`src/dfm_pkg.sv`:
```
// Shared types and constants for the DLE framed message encoder.
// No dependencies.
package dfm_pkg;

  localparam int unsigned DFM_MAX_PAYLOAD = 223;
  localparam int unsigned DFM_FIFO_DEPTH  = 2;

  localparam logic [7:0] DLE_BYTE  = 8'h10;
  localparam logic [7:0] STX_BYTE  = 8'h02;
  localparam logic [7:0] ETX_BYTE  = 8'h03;
  localparam logic [7:0] MSG_TYPE  = 8'h93;
  localparam logic [7:0] HDR_EXTRA = 8'd11;

  // byte slots of one frame
  localparam logic [4:0] POS_DLE0 = 5'd0;
  localparam logic [4:0] POS_STX  = 5'd1;
  localparam logic [4:0] POS_TYPE = 5'd2;
  localparam logic [4:0] POS_LEN  = 5'd3;
  localparam logic [4:0] POS_PRIO = 5'd4;
  localparam logic [4:0] POS_PGN0 = 5'd5;
  localparam logic [4:0] POS_PGN1 = 5'd6;
  localparam logic [4:0] POS_PGN2 = 5'd7;
  localparam logic [4:0] POS_DST  = 5'd8;
  localparam logic [4:0] POS_SRC  = 5'd9;
  localparam logic [4:0] POS_TS0  = 5'd10;
  localparam logic [4:0] POS_TS1  = 5'd11;
  localparam logic [4:0] POS_TS2  = 5'd12;
  localparam logic [4:0] POS_TS3  = 5'd13;
  localparam logic [4:0] POS_CNT  = 5'd14;
  localparam logic [4:0] POS_PAY  = 5'd15;
  localparam logic [4:0] POS_CHK  = 5'd16;
  localparam logic [4:0] POS_DLE1 = 5'd17;
  localparam logic [4:0] POS_ETX  = 5'd18;

  typedef struct packed {
    logic        is_hdr;
    logic        last;
    logic        has_pay;
    logic [2:0]  priority_req;
    logic [17:0] pgn;
    logic [7:0]  destination;
    logic [7:0]  source;
    logic [31:0] timestamp;
    logic [7:0]  len;
    logic [7:0]  payload_byte;
  } dfm_desc_t;

endpackage

```
`src/dfm_fifo.sv`:
```
// Short request queue between the front and back parts.
// Depends on dfm_pkg (descriptor type).
module dfm_fifo #(
  parameter int unsigned DEPTH = dfm_pkg::DFM_FIFO_DEPTH
) (
  input  logic              clk_i,
  input  logic              rst_ni,
  input  logic              push_i,
  input  dfm_pkg::dfm_desc_t push_data_i,
  output logic              full_o,
  input  logic              pop_i,
  output dfm_pkg::dfm_desc_t head_o,
  output logic              head_valid_o
);
  import dfm_pkg::*;

  localparam int unsigned AW = (DEPTH > 1) ? $clog2(DEPTH) : 1;
  localparam int unsigned CW = $clog2(DEPTH + 1);
  localparam logic [AW-1:0] LAST_PTR = AW'(DEPTH - 1);
  localparam logic [CW-1:0] FULL_CNT = CW'(DEPTH);

  dfm_desc_t mem_q [DEPTH];
  logic [AW-1:0] wr_q, wr_d, rd_q, rd_d;
  logic [CW-1:0] cnt_q, cnt_d;

  assign full_o       = (cnt_q == FULL_CNT);
  assign head_valid_o = (cnt_q != '0);
  assign head_o       = mem_q[rd_q];

  always_comb begin
    wr_d  = wr_q;
    rd_d  = rd_q;
    cnt_d = cnt_q;
    if (push_i) begin
      wr_d = (wr_q == LAST_PTR) ? '0 : wr_q + 1'b1;
    end
    if (pop_i) begin
      rd_d = (rd_q == LAST_PTR) ? '0 : rd_q + 1'b1;
    end
    if (push_i && !pop_i) begin
      cnt_d = cnt_q + 1'b1;
    end else if (pop_i && !push_i) begin
      cnt_d = cnt_q - 1'b1;
    end
  end

  always_ff @(posedge clk_i or negedge rst_ni) begin
    if (!rst_ni) begin
      wr_q  <= '0;
      rd_q  <= '0;
      cnt_q <= '0;
    end else begin
      wr_q  <= wr_d;
      rd_q  <= rd_d;
      cnt_q <= cnt_d;
    end
  end

  always_ff @(posedge clk_i) begin
    if (push_i) begin
      mem_q[wr_q] <= push_data_i;
    end
  end

  a_no_overflow: assert property (@(posedge clk_i) disable iff (!rst_ni)
    full_o |-> !push_i || pop_i) else $error("queue overflow");
  a_no_underflow: assert property (@(posedge clk_i) disable iff (!rst_ni)
    pop_i |-> head_valid_o) else $error("queue underflow");

endmodule

```
`src/dfm_front.sv`:
```
// Front part: accepts input requests, tracks message position, builds descriptors.
// Depends on dfm_pkg.
module dfm_front #(
  parameter int unsigned MAX_PAYLOAD = dfm_pkg::DFM_MAX_PAYLOAD
) (
  input  logic               clk_i,
  input  logic               rst_ni,
  input  logic               s_tvalid_i,
  output logic               s_tready_o,
  input  logic [87:0]        s_tdata_i,
  input  logic               full_i,
  output logic               push_o,
  output dfm_pkg::dfm_desc_t push_data_o
);
  import dfm_pkg::*;

  localparam logic [7:0] MAX_LEN = 8'(MAX_PAYLOAD);

  logic [7:0] rem_q, rem_d;
  logic [7:0] len_in, len_sat;
  logic       first;

  assign s_tready_o = !full_i;
  assign push_o     = s_tvalid_i && !full_i;
  assign len_in     = s_tdata_i[76:69];
  assign len_sat    = (len_in > MAX_LEN) ? MAX_LEN : len_in;
  assign first      = (rem_q == '0);

  always_comb begin
    push_data_o.is_hdr       = first;
    push_data_o.priority_req = s_tdata_i[2:0];
    push_data_o.pgn          = s_tdata_i[20:3];
    push_data_o.destination  = s_tdata_i[28:21];
    push_data_o.source       = s_tdata_i[36:29];
    push_data_o.timestamp    = s_tdata_i[68:37];
    push_data_o.len          = len_sat;
    push_data_o.payload_byte = s_tdata_i[84:77];
    if (first) begin
      push_data_o.has_pay = (len_sat != '0);
      push_data_o.last    = (len_sat <= 8'd1);
      rem_d = (len_sat == '0) ? '0 : len_sat - 8'd1;
    end else begin
      push_data_o.has_pay = 1'b1;
      push_data_o.last    = (rem_q == 8'd1);
      rem_d = rem_q - 8'd1;
    end
  end

  always_ff @(posedge clk_i or negedge rst_ni) begin
    if (!rst_ni) begin
      rem_q <= '0;
    end else if (push_o) begin
      rem_q <= rem_d;
    end
  end

  a_rem_bound: assert property (@(posedge clk_i) disable iff (!rst_ni)
    rem_q < MAX_LEN) else $error("payload count out of range");

endmodule

```
`src/dfm_back.sv`:
```
// Back part: serialises descriptors into the stuffed byte stream with checksum.
// Depends on dfm_pkg.
module dfm_back (
  input  logic               clk_i,
  input  logic               rst_ni,
  input  dfm_pkg::dfm_desc_t head_i,
  input  logic               head_valid_i,
  output logic               pop_o,
  output logic               m_tvalid_o,
  input  logic               m_tready_i,
  output logic [7:0]         m_tdata_o,
  output logic               m_tlast_o,
  output logic               m_tuser_o
);
  import dfm_pkg::*;

  logic       busy_q, busy_d;
  logic       dup_q, dup_d;
  logic [4:0] pos_q, pos_d;
  logic [7:0] sum_q, sum_d;
  logic       ovalid_q;
  logic [7:0] odata_q;
  logic       olast_q, ouser_q;

  logic [4:0] cur_pos;
  logic [7:0] cur_byte;
  logic       stuffed, hold, fire, done;

  assign cur_pos = busy_q ? pos_q : (head_i.is_hdr ? POS_DLE0 : POS_PAY);

  always_comb begin
    unique case (cur_pos)
      POS_DLE0: cur_byte = DLE_BYTE;
      POS_STX:  cur_byte = STX_BYTE;
      POS_TYPE: cur_byte = MSG_TYPE;
      POS_LEN:  cur_byte = head_i.len + HDR_EXTRA;
      POS_PRIO: cur_byte = {5'b0, head_i.priority_req};
      POS_PGN0: cur_byte = head_i.pgn[7:0];
      POS_PGN1: cur_byte = head_i.pgn[15:8];
      POS_PGN2: cur_byte = {6'b0, head_i.pgn[17:16]};
      POS_DST:  cur_byte = head_i.destination;
      POS_SRC:  cur_byte = head_i.source;
      POS_TS0:  cur_byte = head_i.timestamp[7:0];
      POS_TS1:  cur_byte = head_i.timestamp[15:8];
      POS_TS2:  cur_byte = head_i.timestamp[23:16];
      POS_TS3:  cur_byte = head_i.timestamp[31:24];
      POS_CNT:  cur_byte = head_i.len;
      POS_PAY:  cur_byte = head_i.payload_byte;
      POS_CHK:  cur_byte = 8'd0 - sum_q;
      POS_DLE1: cur_byte = DLE_BYTE;
      POS_ETX:  cur_byte = ETX_BYTE;
      default:  cur_byte = 8'h00;
    endcase
  end

  assign stuffed = (cur_pos >= POS_TYPE) && (cur_pos <= POS_CHK);
  assign hold    = stuffed && (cur_byte == DLE_BYTE) && !dup_q;
  assign fire    = head_valid_i && (!ovalid_q || m_tready_i);
  assign done    = (cur_pos == POS_ETX)
                || ((cur_pos == POS_PAY) && !head_i.last)
                || ((cur_pos == POS_CNT) && !head_i.has_pay && !head_i.last);
  assign pop_o   = fire && !hold && done;

  always_comb begin
    busy_d = busy_q;
    dup_d  = dup_q;
    pos_d  = pos_q;
    sum_d  = sum_q;
    if (fire) begin
      dup_d = hold;
      if (stuffed && !dup_q && (cur_pos <= POS_PAY)) begin
        sum_d = (cur_pos == POS_TYPE) ? cur_byte : sum_q + cur_byte;
      end
      if (hold) begin
        busy_d = 1'b1;
        pos_d  = cur_pos;
      end else if (done) begin
        busy_d = 1'b0;
      end else begin
        busy_d = 1'b1;
        pos_d  = ((cur_pos == POS_CNT) && !head_i.has_pay) ? POS_CHK : cur_pos + 5'd1;
      end
    end
  end

  always_ff @(posedge clk_i or negedge rst_ni) begin
    if (!rst_ni) begin
      busy_q   <= 1'b0;
      dup_q    <= 1'b0;
      pos_q    <= POS_DLE0;
      sum_q    <= '0;
      ovalid_q <= 1'b0;
    end else begin
      busy_q <= busy_d;
      dup_q  <= dup_d;
      pos_q  <= pos_d;
      sum_q  <= sum_d;
      if (fire) begin
        ovalid_q <= 1'b1;
      end else if (m_tready_i) begin
        ovalid_q <= 1'b0;
      end
    end
  end

  always_ff @(posedge clk_i) begin
    if (fire) begin
      odata_q <= cur_byte;
      olast_q <= !hold && done;
      ouser_q <= (cur_pos == POS_ETX);
    end
  end

  assign m_tvalid_o = ovalid_q;
  assign m_tdata_o  = odata_q;
  assign m_tlast_o  = olast_q;
  assign m_tuser_o  = ouser_q;

  a_etx_closes: assert property (@(posedge clk_i) disable iff (!rst_ni)
    m_tvalid_o && m_tuser_o |-> m_tdata_o == ETX_BYTE && m_tlast_o)
    else $error("frame end not on closing ETX");
  a_dup_busy: assert property (@(posedge clk_i) disable iff (!rst_ni)
    dup_q |-> busy_q && head_valid_i) else $error("stuffing with no request");
  a_dup_repeat: assert property (@(posedge clk_i) disable iff (!rst_ni)
    fire && dup_q |-> cur_byte == DLE_BYTE) else $error("stuffed byte not DLE");

endmodule

```
`src/dle_framed_message_encoder.sv`:
```
// Top level: DLE STX/ETX framer; one output byte per cycle while a request is queued and the output is accepted.
// An accepted item is written into the request queue, and its bytes leave through the output register.
// A message's first item gives 16 to 28 bytes, a payload item 1 to 6 bytes,
// one per cycle while the output is accepted, paced by the serialiser slot sequence.
// Input is taken back to back while the 2-entry request queue has room.
// Asynchronous active-low reset empties the queue and returns to message start.
module dle_framed_message_encoder #(
  parameter int unsigned MAX_PAYLOAD = dfm_pkg::DFM_MAX_PAYLOAD,
  parameter int unsigned FIFO_DEPTH  = dfm_pkg::DFM_FIFO_DEPTH
) (
  input  logic        clk_i,
  input  logic        rst_ni,
  input  logic        s_axis_tvalid_i,
  output logic        s_axis_tready_o,
  // priority_req[2:0], pgn[20:3], destination[28:21], source[36:29],
  // timestamp[68:37], payload_length[76:69], payload_byte[84:77]
  input  logic [87:0] s_axis_tdata_i,
  output logic        m_axis_tvalid_o,
  input  logic        m_axis_tready_i,
  output logic [7:0]  m_axis_tdata_o,  // out_byte[7:0]
  output logic        m_axis_tlast_o,  // run_last
  output logic        m_axis_tuser_o   // frame_end
);
  import dfm_pkg::*;

  dfm_desc_t push_data, head;
  logic      push, full, pop, head_valid;

  dfm_front #(
    .MAX_PAYLOAD(MAX_PAYLOAD)
  ) u_front (
    .clk_i,
    .rst_ni,
    .s_tvalid_i  (s_axis_tvalid_i),
    .s_tready_o  (s_axis_tready_o),
    .s_tdata_i   (s_axis_tdata_i),
    .full_i      (full),
    .push_o      (push),
    .push_data_o (push_data)
  );

  dfm_fifo #(
    .DEPTH(FIFO_DEPTH)
  ) u_fifo (
    .clk_i,
    .rst_ni,
    .push_i       (push),
    .push_data_i  (push_data),
    .full_o       (full),
    .pop_i        (pop),
    .head_o       (head),
    .head_valid_o (head_valid)
  );

  dfm_back u_back (
    .clk_i,
    .rst_ni,
    .head_i       (head),
    .head_valid_i (head_valid),
    .pop_o        (pop),
    .m_tvalid_o   (m_axis_tvalid_o),
    .m_tready_i   (m_axis_tready_i),
    .m_tdata_o    (m_axis_tdata_o),
    .m_tlast_o    (m_axis_tlast_o),
    .m_tuser_o    (m_axis_tuser_o)
  );

endmodule
```
`config.mk`:
```
export PLATFORM = sky130hd
export DESIGN_NAME = dle_framed_message_encoder
export DESIGN_NICKNAME = d
export VERILOG_FILES = /design/src/dfm_pkg.sv /design/src/dfm_fifo.sv /design/src/dfm_front.sv /design/src/dfm_back.sv /design/src/dle_framed_message_encoder.sv
export SDC_FILE = /design/constraint.sdc
export NUM_CORES = 1
export LEC_CHECK = 0
export BUFFER_PORTS_ARGS = -buffer_cell sky130_fd_sc_hd__buf_2
export CAP_MARGIN = 20
export CORE_UTILIZATION = 35
export DETAILED_ROUTE_END_ITERATION = 10
export GPL_TIMING_DRIVEN = 0
export PLACE_DENSITY = 0.48
export SYNTH_ARGS = -nofsm -noshare
export SYNTH_HDL_FRONTEND = slang
export SYNTH_HIERARCHICAL = 1
export SYNTH_SLANG_ARGS = --single-unit
```
`constraint.sdc`:
```
create_clock -name clk_i -period 7.8 [get_ports clk_i]
set_input_delay 1.17 -clock clk_i [delete_from_list [all_inputs] [get_ports clk_i]]
set_output_delay 1.17 -clock clk_i [all_outputs]
set_load 0.03 [all_outputs]
```
==> flow_summary.toml, run 1 <==
[run_status]
outcome = "completed"

[floorplan]
rows = 64
initial_utilization = 0.356
dieArea_sq_um = 31900
die_w_microns = 179
coreArea_sq_um = 30700
io_pins = 104
die_h_microns = 179

[placed_design]
place_hpwl_microns = 19500
gp_congestion = 0.914
placed_area_sq_um = 11600
portBuffers = 23

[global_routing]
grt_max_degree = 50
grt_pass1_vias = 6419
antenna_found_initial = 0
grt_overflow = 0
grt_pass1_wl_microns = 40300
track_usage = 0.172

[cts]
clk_root_buffer_cell = "clkbuf_16"
cts_tree = "built"
cts_hold_buf = 0
cts.sinks = 214
cts-resized-gates = 0
clk_pin_slew_ns = 0.06
clock_latency_ns = 0.52
numCtsBuffers = 25
clock_path_buffers = 3
cts_setup_buffers = 0
htree_levels = 1

[final_layout]
final_area_sq_um = 12400
layout.nets = 972
drive_above_1_share = 0.325
diodes = 0
syn_to_final_growth_pct = 13.3

[yosys]
synth.area.top_cells = "edfxtp_1 (51%), mux2_2 (8.6%), dfrtp_1 (6.4%)"
synth_ff_type = "edfxtp_1"
yosys-top-cells-count = "edfxtp_1 (186), mux2_2 (83), buf_4 (82)"
ys_ff_latch = 214
synth.distinct_cells = 82
yosys.area.top_type_share = 0.511
syn_area_per_cell_sq_um = 13.5
ys_seq_area_frac = 0.575
syn-cell-area_sq_um = 10900
yosys.area.top_type = "edfxtp_1"
yosysMostFrequentCell = "edfxtp_1"
synth-edff-count = 186
yosysWarnings = 6
netlist_instances = 808
synth-async-reset-ratio = 0.131
syn_nets = 918

[power]
pwr_density_cell_nw_per_um2 = 417
power.total_w = 0.00516
p_clk_frac = 0.203
leakage_nw = 4.54
internal_power_w = 0.00318
p_seq_frac = 0.341
p_sw_w = 0.00198
vdd_drop_max_v = 0.000187
swShare = 0.384
p_comb_frac = 0.456

[timing]
max_freq_ghz = 0.211
slew_viol_final = 0
max_slew_margin = 0.320
fin_crit_ns = 4.73
final.setup_skew_ns = 0.0113
worst_pin_slew_ns = 1.01
finalSetupTns_ns = 0
hold_viol = 0
rsz0062_at_grt = "no"
finalCritPeriodShare = 0.607
finalSetupViolations = 0
whs_ns = 0.477

[setup_path]
path_max_fanout = 10
required_ns = 8.21
path_class = "reg2reg"
crit_arrival_ns = 5.14
start_kind = "flip-flop"
endpoint_kind = "flip-flop"

[drt]
drtPass1Iterations = 5
first_iter_violations = 419
via_count = 6500
wl_per_cell_microns = 21.0
vias_per_cell = 5.09
wl_microns = 26800
drc = 0
ant_nets = 0

[job]
cap_viol_max_count = 0

[worst_hold_path]
worstHoldPathType = "reg2reg"
-- cell usage in the layout, fill, tap and decap left out, types with 25 or more instances in the layout --
cell type	count
dfrtp_1	28
inv_1	27
nand2_1	25
buf_2	37
clkbuf_16	25
buf_4	82
a21oi_1	30
nor2_1	33
edfxtp_1	186
mux2_2	83
-- power groups by stage --
stage | registers, W | logic [W] | clock network (W)
after floorplan | 0.00182 | 0.00161 | 0
after global placement | 0.00182 | 0.00230 | 0
after detailed placement | 0.00178 | 0.00234 | 0
after CTS | 0.00176 | 0.00236 | 0.00109
after global routing | 0.00179 | 0.00256 | 0.00114
final | 0.00176 | 0.00235 | 0.00105
-- state kept, by name, summed over array words and instances (netlist names), 2 cells and up --
signal	cells
u_fifo/mem_q	176
u_back/m_tdata_o	8
u_back/sum_q	8
u_front/rem_q	8
u_back/pos_q	5
u_fifo/cnt_q	2
-- worst max-delay path: stages, from the launching register on --
cell	delay, ns
dfrtp_1	0.37
buf_6	0.15
buf_6	0.17
mux2_2	0.30
nor2_1	0.10
or2_2	0.35
nand2_1	0.11
inv_1	0.06
ha_1	0.16
buf_1	0.23
a22oi_1	0.32
o2111a_1	0.26
o2111ai_2	0.27
ha_1	0.36
a21o_1	0.18
a21o_1	0.20
a21o_1	0.18
a21oi_1	0.23
o21ai_0	0.15
xor2_1	0.19
nand2_1	0.07
a21oi_1	0.14
nor2_1	0.06
-- path summary, 6_finish.rpt --
path	start	endpoint	slack, ns	cells past startpoint
setup / recovery	u_fifo/rd_q	u_back/sum_q[7]	3.07	22
hold / removal	u_fifo/cnt_q[1]	u_fifo/cnt_q[1]	0.48	1
setup reg to reg	u_fifo/rd_q	u_back/sum_q[7]	3.07	22
hold reg to reg	u_fifo/cnt_q[1]	u_fifo/cnt_q[1]	0.48	1
max in group asynchronous	rst_ni	u_back/pos_q[3]	6.60	1
min in group asynchronous	rst_ni	u_front/rem_q[5]	0.72	1
-- per-layer routing --
metal,GRT usage,up-vias,share of wire
li1,-,3074,-
met1,0.251,3228,0.49
met2,0.261,162,0.44
met3,0.0322,36,0.052
met4,0.0413,0,0.018
met5,0,-,0
-- kinds of logic after synthesis --
| logic type | after synthesis | synth area share |
|---|---|---|
| flops | 214 | 0.575 |
| compound gates | 111 | 0.0755 |
| fa+ha+maj | 18 | 0.0213 |
| simple gates | 188 | 0.106 |
| mux | 111 | 0.117 |
| buf+inv | 139 | 0.0834 |
| xor+xnor | 27 | 0.0216 |
-- metrics by stage --
step | instances | util | setup slack, ns
after floorplan | 808 | - | 1.85
after global placement | 1227 | 0.376 | -1.19
after detailed placement | 1231 | 0.379 | 3.10
after CTS | 1277 | 0.403 | 3.08
after global routing | 1277 | 0.403 | 2.68
final | 1277 | 0.403 | 3.07
-- final cells by class --
type | instances | area (sq um)
sequential | 214 | 6290
timing repair buffer | 27 | 203
fill | 2917 | 18300
inverter | 27 | 101
multi-input combinational | 455 | 3740
clock inverter | 11 | 56.3
buffer | 112 | 810
tap | 396 | 495
clock buffer | 35 | 683
Note: power is estimated with default switching activity, not from simulation.
==> inputs of run 2 (changes only) <==
PLACE_DENSITY = 0.5   (was 0.48)
clock period = 3.9 ns   (was 7.8 ns; I/O delays follow)
==> flow_summary.toml, run 2 (synthesis gave the netlist of run 1 again) <==
[power]
leakage_nw = 4.76
pwr_density_cell_nw_per_um2 = 872
vdd_drop_max_v = 0.000350

[timing]
slew_viol_final = 0
worst_pin_slew_ns = 1.00
finalCritPeriodShare = 0.971
max_freq_ghz = 0.264
max_slew_margin = 0.327
setup_ws_ns = 0.114
fin_crit_ns = 3.79
finalSetupTns_ns = 0
finalSetupViolations = 0
hold_viol = 0
final.setup_skew_ns = 0.0130

[drt]
wl_microns = 27000
vias_per_cell = 5.09
ant_nets = 0
first_iter_violations = 500
wl_per_cell_microns = 20.8
drc = 0
via_count = 6613
drtPass1Iterations = 5

[floorplan]
die_h_microns = 179
dieArea_sq_um = 31900
rows = 64
coreArea_sq_um = 30700
initial_utilization = 0.356
die_w_microns = 179
io_pins = 104

[cts]
clock_latency_ns = 0.52
clock_path_buffers = 3
cts.sinks = 214
numCtsBuffers = 24
htree_levels = 1
clk_root_buffer_cell = "clkbuf_16"
clk_pin_slew_ns = 0.06
cts_tree = "built"
cts_hold_buf = 0

[setup_path]
slowest_delay_ns = 0.41
r2r_end = "u_back/sum_q[7]"
crit_arrival_ns = 4.19
required_ns = 4.30
path_cells = "buf_6 -> buf_12 -> mux2_4 -> nor2_4 -> or2_4 -> nand2_4 -> inv_2 -> ha_4 -> a32o_2 -> a221oi_2 -> o211ai_1 -> ha_1 -> a21o_1 -> a21o_1 -> a21oi_2 -> o21ai_2 -> xor2_1 -> nand2_1 -> a21oi_2 -> nor2_1"
rrSetupSlack_ns = 0.11
start_kind = "flip-flop"
reg2reg_from = "u_fifo/rd_q"
slowest_stage = "ha_1"
worstSetupStartpoint = "u_fifo/rd_q"
path_max_fanout = 6
r2r_cells = 20
endpoint_kind = "flip-flop"
path_class = "reg2reg"

[final_layout]
layout_commonest_cell = "edfxtp_1"
largest_reg_flops = 176
layout.nets = 996
syn_to_final_growth_pct = 17.4
mostFrequentLayoutCells = "edfxtp_1 (186), buf_4 (107), mux2_2 (82)"
final_area_sq_um = 12800
utilization = 0.418
drive_above_1_share = 0.379
diodes = 0
top_register = "u_fifo/mem_q"
layout.cells.non_filler = 1300

[worst_hold_path]
worstHoldPathType = "in2async"

[global_routing]
grt_overflow = 0
grt_pass1_vias = 6349
track_usage = 0.169
grt_pass1_wl_microns = 39700
grt_max_degree = 46
antenna_found_initial = 0

[placed_design]
gp_congestion = 0.888
dp.cells = 1231
place_hpwl_microns = 19400
placed_area_sq_um = 11600
portBuffers = 23
dp_slack_ns = -0.787

[job]
cap_viol_max_count = 0

[run_status]
outcome = "completed"
==> run 2: power by group <==
part	total, W	leakage, nW	switching (W)	internal [W]
combinational	0.00535	2.30	0.00301	0.00234
sequential	0.00353	2.05	0.000296	0.00323
clock	0.00230	0.401	0.000881	0.00142
==> run 2: stage by stage <==
step,hold slack (ns),power [W]
global placement,0.470,0.00823
floorplan,0.289,0.00686
detailed placement,0.470,0.00824
CTS,0.149,0.0108
finish,0.143,0.0112
global route,0.182,0.0118
==> run 2: worst max path at each step <==
stage | cells after the start | end | slack (ns)
finish | 20 | u_back/sum_q[7] | 0.11
global route | 20 | u_back/sum_q[7] | -0.03
CTS | 20 | u_fifo/cnt_q[1] | 0.001
detailed placement | 21 | u_fifo/cnt_q[1] | -0.79
global placement | 4 | u_fifo/mem_q[0][54] | -1.56
floorplan | 22 | u_back/sum_q[7] | 0.04
==> run 2: metal layers <==
layer	vias up	GRT usage	wire length (microns)
met1	3252	0.250	13000
met3	42	0.0250	1370
li1	3127	-	-
met5	-	0	0
met2	192	0.260	12200
met4	0	0.0353	549
==> run 2: final cells by class <==
class	instances	area [sq um]
fill	2894	17800
sequential	214	6290
multi-input combinational	455	3860
buffer	111	841
clock buffer	31	679
tap	396	495
timing repair buffer	53	415
clock inverter	13	138
inverter	27	101
==> run 2: repair_timing <==
item | in CTS | in global routing
gates resized for setup | 21 | 33
hold endpoints to repair | 0 | 0
setup endpoints to repair | 14 | 9
pin swaps | 9 | 18
setup buffers | 7 | 19
==> run 2: critical path, delay by kind of cell, from the launching register on <==
kind / cells / cell delay, ns
xor+xnor: 1 / 0.18
mux: 1 / 0.23
flops: 1 / 0.37
compound gates: 8 / 1.47
simple gates: 5 / 0.53
buf+inv: 3 / 0.30
fa+ha+maj: 2 / 0.59
